$ cat src/hw/rtl/pcc_pkg.sv
// Shared types and constants of the clamped PID controller.
// Used by every RTL module and by the port checker; depends on nothing.
package pcc_pkg;

  localparam int GainW  = 16;
  localparam int LimW   = 16;
  localparam int OmaxW  = 15;
  localparam int DriveW = 16;
  localparam int AddrW  = 5;
  localparam int DataW  = 32;

  typedef enum logic [1:0] {
    OP_UPDATE  = 2'd0,
    OP_CLR_INT = 2'd1,
    OP_CLR_ALL = 2'd2
  } opcode_e;

  typedef enum logic [1:0] {
    MODE_P   = 2'd0,
    MODE_PI  = 2'd1,
    MODE_PD  = 2'd2,
    MODE_PID = 2'd3
  } mode_e;

  typedef enum logic [2:0] {
    REG_GAIN_P       = 3'd0,
    REG_GAIN_I       = 3'd1,
    REG_GAIN_D       = 3'd2,
    REG_INTEGRAL_MAX = 3'd3,
    REG_INTEGRAL_MIN = 3'd4,
    REG_OUTPUT_MAX   = 3'd5,
    REG_OUTPUT_MIN   = 3'd6,
    REG_TERM_MODE    = 3'd7
  } reg_idx_e;

  typedef struct packed {
    logic signed [GainW-1:0] gain_p;
    logic signed [GainW-1:0] gain_i;
    logic signed [GainW-1:0] gain_d;
    logic signed [LimW-1:0]  integral_max;
    logic signed [LimW-1:0]  integral_min;
    logic [OmaxW-1:0]        output_max;
    logic signed [LimW-1:0]  output_min;
    mode_e                   term_mode;
  } cfg_t;

  // Control of the word held between the term stage and the accumulate stage.
  typedef struct packed {
    logic    valid;
    opcode_e op;
  } stage_ctrl_t;

endpackage

$ cat src/hw/rtl/pcc_cfg.sv
// APB-style register file holding gains, limits and the term mode.
// Depends on pcc_pkg.
module pcc_cfg (
  input  logic                        clk_i,
  input  logic                        rst_ni,
  input  logic                        psel,
  input  logic                        penable,
  input  logic                        pwrite,
  input  logic [pcc_pkg::AddrW-1:0]   paddr,
  input  logic [pcc_pkg::DataW-1:0]   pwdata,
  output logic [pcc_pkg::DataW-1:0]   prdata,
  output logic                        pready,
  output pcc_pkg::cfg_t               cfg_o
);
  import pcc_pkg::*;

  cfg_t     cfg_q;
  reg_idx_e idx;
  logic     wr_en;

  assign pready = 1'b1;
  assign idx    = reg_idx_e'(paddr[AddrW-1:2]);
  assign wr_en  = psel & penable & pwrite & pready;
  assign cfg_o  = cfg_q;

  always_ff @(posedge clk_i or negedge rst_ni) begin
    if (!rst_ni) begin
      cfg_q.gain_p       <= '0;
      cfg_q.gain_i       <= '0;
      cfg_q.gain_d       <= '0;
      cfg_q.integral_max <= '0;
      cfg_q.integral_min <= '0;
      cfg_q.output_max   <= '1;
      cfg_q.output_min   <= {1'b1, {(LimW-1){1'b0}}};
      cfg_q.term_mode    <= MODE_PID;
    end else if (wr_en) begin
      case (idx)
        REG_GAIN_P:       cfg_q.gain_p       <= pwdata[GainW-1:0];
        REG_GAIN_I:       cfg_q.gain_i       <= pwdata[GainW-1:0];
        REG_GAIN_D:       cfg_q.gain_d       <= pwdata[GainW-1:0];
        REG_INTEGRAL_MAX: cfg_q.integral_max <= pwdata[LimW-1:0];
        REG_INTEGRAL_MIN: cfg_q.integral_min <= pwdata[LimW-1:0];
        REG_OUTPUT_MAX:   cfg_q.output_max   <= pwdata[OmaxW-1:0];
        REG_OUTPUT_MIN:   cfg_q.output_min   <= pwdata[LimW-1:0];
        REG_TERM_MODE:    cfg_q.term_mode    <= mode_e'(pwdata[1:0]);
        default: begin
        end
      endcase
    end
  end

  always_comb begin
    prdata = '0;
    case (idx)
      REG_GAIN_P:       prdata[GainW-1:0] = cfg_q.gain_p;
      REG_GAIN_I:       prdata[GainW-1:0] = cfg_q.gain_i;
      REG_GAIN_D:       prdata[GainW-1:0] = cfg_q.gain_d;
      REG_INTEGRAL_MAX: prdata[LimW-1:0]  = cfg_q.integral_max;
      REG_INTEGRAL_MIN: prdata[LimW-1:0]  = cfg_q.integral_min;
      REG_OUTPUT_MAX:   prdata[OmaxW-1:0] = cfg_q.output_max;
      REG_OUTPUT_MIN:   prdata[LimW-1:0]  = cfg_q.output_min;
      REG_TERM_MODE:    prdata[1:0]       = cfg_q.term_mode;
      default:          prdata            = '0;
    endcase
  end

endmodule

$ cat src/hw/rtl/pcc_terms.sv
// Term stage: error, error change and the three gain products, registered.
// Holds the last error. Depends on pcc_pkg.
module pcc_terms #(
  parameter int SAMPLE_WIDTH = 16
) (
  input  logic                              clk_i,
  input  logic                              rst_ni,
  input  pcc_pkg::cfg_t                     cfg_i,
  input  logic                              in_valid_i,
  output logic                              in_stall_o,
  input  logic [1:0]                        opcode_i,
  input  logic signed [SAMPLE_WIDTH-1:0]    setpoint_i,
  input  logic signed [SAMPLE_WIDTH-1:0]    feedback_i,
  input  logic                              take_i,
  output pcc_pkg::stage_ctrl_t              ctrl_o,
  output logic signed [SAMPLE_WIDTH+16:0]   p_term_o,
  output logic signed [SAMPLE_WIDTH+16:0]   i_step_o,
  output logic signed [SAMPLE_WIDTH+17:0]   d_term_o
);
  import pcc_pkg::*;

  stage_ctrl_t                    ctrl_q;
  logic signed [SAMPLE_WIDTH:0]   prev_err_q;
  logic signed [SAMPLE_WIDTH:0]   err;
  logic signed [SAMPLE_WIDTH+1:0] derr;
  logic signed [GainW-1:0]        kp, ki, kd;
  logic signed [SAMPLE_WIDTH+16:0] p_d, i_d, p_q, i_q;
  logic signed [SAMPLE_WIDTH+17:0] d_d, d_q;
  logic                           accept;
  opcode_e                        op;

  assign op     = opcode_e'(opcode_i);
  assign kp     = cfg_i.gain_p;
  assign ki     = cfg_i.gain_i;
  assign kd     = cfg_i.gain_d;
  assign err    = (SAMPLE_WIDTH+1)'(setpoint_i) - (SAMPLE_WIDTH+1)'(feedback_i);
  assign derr   = (SAMPLE_WIDTH+2)'(err) - (SAMPLE_WIDTH+2)'(prev_err_q);
  assign p_d    = (SAMPLE_WIDTH+17)'(kp) * (SAMPLE_WIDTH+17)'(err);
  assign i_d    = (SAMPLE_WIDTH+17)'(ki) * (SAMPLE_WIDTH+17)'(err);
  assign d_d    = (SAMPLE_WIDTH+18)'(kd) * (SAMPLE_WIDTH+18)'(derr);

  // The held word moves on only when the accumulate stage takes it.
  assign in_stall_o = ctrl_q.valid & ~take_i;
  assign accept     = in_valid_i & ~in_stall_o;

  assign ctrl_o   = ctrl_q;
  assign p_term_o = p_q;
  assign i_step_o = i_q;
  assign d_term_o = d_q;

  always_ff @(posedge clk_i or negedge rst_ni) begin
    if (!rst_ni) begin
      ctrl_q.valid <= 1'b0;
      ctrl_q.op    <= OP_UPDATE;
      prev_err_q   <= '0;
    end else if (accept) begin
      ctrl_q.op <= op;
      case (op)
        OP_UPDATE: begin
          ctrl_q.valid <= 1'b1;
          prev_err_q   <= err;
        end
        OP_CLR_INT: begin
          ctrl_q.valid <= 1'b1;
        end
        OP_CLR_ALL: begin
          ctrl_q.valid <= 1'b1;
          prev_err_q   <= '0;
        end
        default: begin
          ctrl_q.valid <= 1'b0;
        end
      endcase
    end else if (take_i) begin
      ctrl_q.valid <= 1'b0;
    end
  end

  always_ff @(posedge clk_i) begin
    if (accept) begin
      p_q <= p_d;
      i_q <= i_d;
      d_q <= d_d;
    end
  end

endmodule

$ cat src/hw/rtl/pcc_accum.sv
// Accumulate stage: clamped integral, mode sum, shift, output clamp and
// the output register. Depends on pcc_pkg.
module pcc_accum #(
  parameter int SAMPLE_WIDTH   = 16,
  parameter int GAIN_FRAC_BITS = 8
) (
  input  logic                              clk_i,
  input  logic                              rst_ni,
  input  pcc_pkg::cfg_t                     cfg_i,
  input  pcc_pkg::stage_ctrl_t              ctrl_i,
  input  logic signed [SAMPLE_WIDTH+16:0]   p_term_i,
  input  logic signed [SAMPLE_WIDTH+16:0]   i_step_i,
  input  logic signed [SAMPLE_WIDTH+17:0]   d_term_i,
  output logic                              take_o,
  output logic                              out_valid_o,
  input  logic                              out_stall_i,
  output logic signed [pcc_pkg::DriveW-1:0] drive_o
);
  import pcc_pkg::*;

  localparam int IntW  = 16 + GAIN_FRAC_BITS;
  localparam int StepW = SAMPLE_WIDTH + 17;
  localparam int AccW  = ((IntW > StepW) ? IntW : StepW) + 1;
  localparam int DW    = SAMPLE_WIDTH + 18;
  localparam int SumW  = ((DW > IntW) ? DW : IntW) + 2;

  logic signed [IntW-1:0]   integ_q, integ_new;
  logic signed [AccW-1:0]   acc_sum, acc_lo, acc_hi, acc_clamped;
  logic signed [SumW-1:0]   sum, shifted, lo_ext, hi_ext, res;
  logic signed [LimW:0]     lo, hi;
  logic                     out_valid_q;
  logic signed [DriveW-1:0] drive_q;

  // Integral in Q.GAIN_FRAC_BITS, clamped with the lower limit tested first.
  assign acc_sum     = AccW'(integ_q) + AccW'(i_step_i);
  assign acc_lo      = AccW'(cfg_i.integral_min) <<< GAIN_FRAC_BITS;
  assign acc_hi      = AccW'(cfg_i.integral_max) <<< GAIN_FRAC_BITS;
  assign acc_clamped = (acc_sum < acc_lo) ? acc_lo :
                       (acc_sum > acc_hi) ? acc_hi : acc_sum;
  assign integ_new   = IntW'(acc_clamped);

  always_comb begin
    case (cfg_i.term_mode)
      MODE_P:   sum = SumW'(p_term_i);
      MODE_PI:  sum = SumW'(p_term_i) + SumW'(integ_new);
      MODE_PD:  sum = SumW'(p_term_i) + SumW'(d_term_i);
      MODE_PID: sum = SumW'(p_term_i) + SumW'(integ_new) + SumW'(d_term_i);
      default:  sum = SumW'(p_term_i);
    endcase
  end

  assign shifted = sum >>> GAIN_FRAC_BITS;
  assign hi      = $signed({2'b00, cfg_i.output_max});
  assign lo      = (cfg_i.term_mode == MODE_PID) ? (LimW+1)'(cfg_i.output_min) : -hi;
  assign lo_ext  = SumW'(lo);
  assign hi_ext  = SumW'(hi);
  assign res     = (shifted < lo_ext) ? lo_ext :
                   (shifted > hi_ext) ? hi_ext : shifted;

  // Clear items never wait for the output register.
  assign take_o = ctrl_i.valid &
                  ((ctrl_i.op != OP_UPDATE) | ~out_valid_q | ~out_stall_i);

  assign out_valid_o = out_valid_q;
  assign drive_o     = drive_q;

  always_ff @(posedge clk_i or negedge rst_ni) begin
    if (!rst_ni) begin
      integ_q     <= '0;
      out_valid_q <= 1'b0;
    end else begin
      if (take_o) begin
        case (ctrl_i.op)
          OP_UPDATE:  integ_q <= integ_new;
          OP_CLR_INT: integ_q <= '0;
          OP_CLR_ALL: integ_q <= '0;
          default: begin
          end
        endcase
      end
      if (take_o && ctrl_i.op == OP_UPDATE) begin
        out_valid_q <= 1'b1;
      end else if (!out_stall_i) begin
        out_valid_q <= 1'b0;
      end
    end
  end

  always_ff @(posedge clk_i) begin
    if (take_o && ctrl_i.op == OP_UPDATE) begin
      drive_q <= res[DriveW-1:0];
    end
  end

endmodule

$ cat src/hw/rtl/pid_controller_clamped_top.sv
// Top level of the clamped positional PID controller.
// Instantiates pcc_cfg, pcc_terms and pcc_accum; depends on pcc_pkg.
//
//   port group  direction  handshake                  payload
//   -----------------------------------------------------------------------
//   input       in         in_valid_i / in_stall_o    opcode_i, setpoint_i,
//                                                     feedback_i
//   output      out        out_valid_o / out_stall_i  drive_o
//   config      in         psel, penable, pwrite      paddr, pwdata, prdata
//
// One word is accepted every cycle unless the input stalls. An update word
// passes the term register (error and the three gain products) and then the
// output register. Clear words pass the same two stages, term and accumulate,
// but produce no output word. Reset clears the last error, the integral, both
// valid flags and the registers to their documented values. While the output
// word is stalled, the term stage still fills, and clear words keep draining
// past it; the input stalls only when an update word waits behind a stalled
// output word.
//
// The integral and the last error are the only state carried from word to
// word. The last error is updated as a word enters the term stage and the
// integral as a word leaves it, so back-to-back words see each other's
// state without bubbles.
module pid_controller_clamped_top #(
  parameter int SAMPLE_WIDTH   = 16,
  parameter int GAIN_FRAC_BITS = 8
) (
  input  logic                              clk_i,
  input  logic                              rst_ni,
  input  logic                              in_valid_i,
  output logic                              in_stall_o,
  input  logic [1:0]                        opcode_i,
  input  logic signed [SAMPLE_WIDTH-1:0]    setpoint_i,
  input  logic signed [SAMPLE_WIDTH-1:0]    feedback_i,
  output logic                              out_valid_o,
  input  logic                              out_stall_i,
  output logic signed [pcc_pkg::DriveW-1:0] drive_o,
  input  logic                              psel,
  input  logic                              penable,
  input  logic                              pwrite,
  input  logic [pcc_pkg::AddrW-1:0]         paddr,
  input  logic [pcc_pkg::DataW-1:0]         pwdata,
  output logic [pcc_pkg::DataW-1:0]         prdata,
  output logic                              pready
);
  import pcc_pkg::*;

  cfg_t                            cfg;
  stage_ctrl_t                     ctrl;
  logic                            take;
  logic signed [SAMPLE_WIDTH+16:0] p_term;
  logic signed [SAMPLE_WIDTH+16:0] i_step;
  logic signed [SAMPLE_WIDTH+17:0] d_term;

  // Register file; the user must change configuration only while the pipeline is idle; it is unchecked.
  pcc_cfg u_cfg (
    .clk_i   (clk_i),
    .rst_ni  (rst_ni),
    .psel    (psel),
    .penable (penable),
    .pwrite  (pwrite),
    .paddr   (paddr),
    .pwdata  (pwdata),
    .prdata  (prdata),
    .pready  (pready),
    .cfg_o   (cfg)
  );

  // First stage: error, error change and products, one multiplier deep.
  pcc_terms #(
    .SAMPLE_WIDTH (SAMPLE_WIDTH)
  ) u_terms (
    .clk_i      (clk_i),
    .rst_ni     (rst_ni),
    .cfg_i      (cfg),
    .in_valid_i (in_valid_i),
    .in_stall_o (in_stall_o),
    .opcode_i   (opcode_i),
    .setpoint_i (setpoint_i),
    .feedback_i (feedback_i),
    .take_i     (take),
    .ctrl_o     (ctrl),
    .p_term_o   (p_term),
    .i_step_o   (i_step),
    .d_term_o   (d_term)
  );

  // Second stage: integral update, mode sum, scaling, clamp, output register.
  pcc_accum #(
    .SAMPLE_WIDTH   (SAMPLE_WIDTH),
    .GAIN_FRAC_BITS (GAIN_FRAC_BITS)
  ) u_accum (
    .clk_i       (clk_i),
    .rst_ni      (rst_ni),
    .cfg_i       (cfg),
    .ctrl_i      (ctrl),
    .p_term_i    (p_term),
    .i_step_i    (i_step),
    .d_term_i    (d_term),
    .take_o      (take),
    .out_valid_o (out_valid_o),
    .out_stall_i (out_stall_i),
    .drive_o     (drive_o)
  );

endmodule

$ cat config.mk
export PLATFORM = sky130hd
export DESIGN_NAME = pid_controller_clamped_top
export DESIGN_NICKNAME = d
export VERILOG_FILES = /design/src/hw/rtl/pcc_pkg.sv /design/src/hw/rtl/pcc_cfg.sv /design/src/hw/rtl/pcc_terms.sv /design/src/hw/rtl/pcc_accum.sv /design/src/hw/rtl/pid_controller_clamped_top.sv
export SDC_FILE = /design/constraint.sdc
export NUM_CORES = 2
export LEC_CHECK = 0
export CAP_MARGIN = 30
export CORE_MARGIN = 2
export CORE_UTILIZATION = 48
export DETAILED_ROUTE_END_ITERATION = 7
export DONT_BUFFER_PORTS = 1
export SETUP_SLACK_MARGIN = 0.1
export SYNTH_ARGS = -nofsm -noshare
export SYNTH_HDL_FRONTEND = slang
export SYNTH_HIERARCHICAL = 1
export SYNTH_SLANG_ARGS = --single-unit
export TNS_END_PERCENT = 10
$ cat constraint.sdc
create_clock -name clk_i -period 28.1 [get_ports clk_i]
set_clock_uncertainty 0.15 [all_clocks]
set_input_delay 4.215 -clock clk_i [delete_from_list [all_inputs] [get_ports clk_i]]
set_output_delay 4.215 -clock clk_i [all_outputs]
set_load 0.01 [all_outputs]
==> results.json <==
{
  "tightest_slew_ps": 1060,
  "antenna_found_initial": 6,
  "start_kind": "flop",
  "worstSetupPathType": "flop to flop",
  "floorplan.rows": 122,
  "period_needed_ps": 15190,
  "synth_edf_count": 116,
  "hp-class": "flop to flop",
  "finalNetCount": 7073,
  "cts.sinks": 274,
  "routedWlPerCell_um": 20.9,
  "slew-limit-headroom_pct": 29.6,
  "rr_endpoint": "u_accum/drive_o[5]",
  "synth_cell_types": 108,
  "path_clk_slew_ps": 60,
  "initial_core_util_pct": 48.3,
  "netlist_instances": 5782,
  "final-hold-violation-count": 0,
  "worstHoldEndpoint": "u_accum/integ_q[7]",
  "ys_seq_area_share_pct": 14.0,
  "area_growth_syn_to_layout_pct": 5.43,
  "grt_max_degree": 159,
  "yosysTopAreaCellShare_pct": 31.5,
  "netlist_area_mm2": 0.0534,
  "fin_setup_tns_ps": 0,
  "drive_above_1_share_pct": 6.90,
  "final_cell_mix": "inv_1 (1034), fa_1 (841), nand2_1 (644)",
  "yosysWarnings": 6,
  "cts_tree": "yes",
  "ys_seq_elements": 274,
  "rsz0062_at_grt": "no",
  "cts.path.max_buffers": 3,
  "totalWireLength_um": 150000,
  "status": "finished with violations",
  "async_flop_share_pct": 57.7,
  "route.detailed.drc": 4,
  "hpwl_um": 121000,
  "die_h_um": 338,
  "holdWs_ps": 345,
  "clock-root-buffer": "clkbuf_16",
  "ff_latch_area_mm2": 0.00746,
  "fin_crit_sh_pct": 54.0,
  "r2r_setup_slack_ps": 12910,
  "htreeDepth": 2,
  "track_usage_pct": 26.9,
  "cts-hold-fix-buffers": 0,
  "numCtsBuffers": 35,
  "maxCapViolations": 0,
  "layout_commonest_cell": "inv_1",
  "crit_path_frequent_cell": "ha_1",
  "grt_pass1_vias": 41396,
  "overflow": 0,
  "holdPathStages": 2,
  "dieArea_mm2": 0.114,
  "min-delay-start": "u_accum/integ_q[7]",
  "slew_violations": 0,
  "cts_resized": 0,
  "ant_nets": 0,
  "clock.fmax_ghz": 0.0658,
  "avgViaCountPerCell": 5.59,
  "clkLatencyLatePin_ps": 580,
  "critPathArrivalTime_ps": 15350,
  "grt_pass1_wl_um": 238000,
  "synthFlopType": "dfrtp_1",
  "cp_max_fo": 37,
  "rr_startpoint": "u_terms/i_step_o[6]",
  "critPathRequiredTime_ps": 28260,
  "port_buffers": 0,
  "fill_cells": 10391,
  "dr.pass1.iters": 8,
  "multi_input_area_mm2": 0.0411,
  "synthTopCellsByArea": "fa_1 (32%), ha_1 (11%), inv_1 (7.3%)",
  "syn_area_per_cell_um2": 9.23,
  "die_x_um": 338,
  "rr_worst_depth": 51,
  "cpPeakStageDelay_ps": 830,
  "routabilityCongestion": 0.937,
  "core_mm2": 0.111,
  "violations": "DRC",
  "pin_count": 129,
  "drtIter0Drc": 3075,
  "end_kind": "flop",
  "setup_viol": 0,
  "cts_setup_buffers": 0,
  "vias": 40171,
  "slowest_stage": "a221o_1",
  "yosys.area.top_type": "fa_1"
}
-- final cells by class --
type,count,share of cell area (%)
Antenna cell,3,0.0133
Clock buffer,42,1.69
Clock inverter,22,0.440
Inverter,1037,6.92
Multi-Input combinational cell,4236,73.1
Sequential cell,274,13.3
Tap cell,1488,3.31
Timing Repair Buffer,88,1.29
-- worst max-delay path, delay by kind of cell, from the launching register on --
kind | cells | cell delay (ps)
AOI/OAI and AO/OA | 25 | 7960
adders and majority gates | 5 | 1930
and+or+nand+nor | 15 | 2720
muxes | 2 | 1060
xor gates and xnor gates | 3 | 530
buffers and inverters | 1 | 180
DFF | 1 | 380
-- registers in the layout (all words and copies together) (netlist names) --
register / cells
u_terms/d_term_o: 34
u_terms/prev_err_q: 17
u_accum/drive_o: 16
u_cfg/cfg_o: 113
u_terms/i_step_o: 33
u_terms/ctrl_o: 3
u_accum/out_valid_o: 1
u_terms/p_term_o: 33
u_accum/integ_q: 24
-- cells by family after synthesis --
group / share of synthesized area, %
AND/OR/NAND/NOR: 14.8
adder cells (fa/ha/maj): 42.8
buffers and inverters: 9.35
AO/OA/AOI/OAI: 11.0
flip-flops: 14.0
XOR/XNOR: 3.72
multiplexers: 4.37
other: 0.0141
-- worst max-delay path by stage --
stage,start,end,slack (ps),cells after the start
4_1_cts,u_terms/i_step_o[6],u_accum/drive_o[2],13300,51
3_3_place_gp,u_terms/i_step_o[6],u_accum/drive_o[2],13440,49
3_5_place_dp,u_terms/i_step_o[6],u_accum/drive_o[2],13320,49
5_1_grt,u_accum/integ_q[6],u_accum/drive_o[2],11930,51
2_1_floorplan,setpoint_i[0],u_terms/d_term_o[33],15050,40
6_report,u_terms/i_step_o[6],u_accum/drive_o[5],12910,51
-- routing by layer --
| metal | GRT usage (%) | wire [um] | vias to the layer above |
|---|---|---|---|
| met2 | 43.7 | 68700 | 1138 |
| met5 | 0 | 0 | - |
| met4 | 7.42 | 4640 | 0 |
| li1 | - | - | 18403 |
| met3 | 2.70 | 8100 | 167 |
| met1 | 38.4 | 68600 | 20463 |
-- synth_stat cells (all sizes together) (28+ instances only) --
master	count
dfrtp	140
nor3	49
ha	482
inv	1035
nand4	60
a21o	104
nand2	645
mux2	146
o211ai	28
a21oi	234
nor2	198
buf	65
xor2	56
and2	312
nor2b	89
o21bai	29
nand2b	85
nand3	56
xnor2	171
clkbuf	185
a211oi	31
o21ai	164
mux2i	56
and3	28
fa	841
edfxtp	116
o21a	48
-- stage by stage --
step                setup WS, ps  utilization (%)  area (um^2)  instances
floorplan                  15050                -        53500       5797
global placement           13440             49.7        55000       7115
detailed placement         13320             49.8        55000       7120
CTS                        13300             50.9        56200       7184
global route               11930             50.9        56300       7187
finish                     12910             50.9        56300       7190
Power is not shown: default switching activity piles up to over one toggle a cycle in this logic, so the estimate is an artifact.
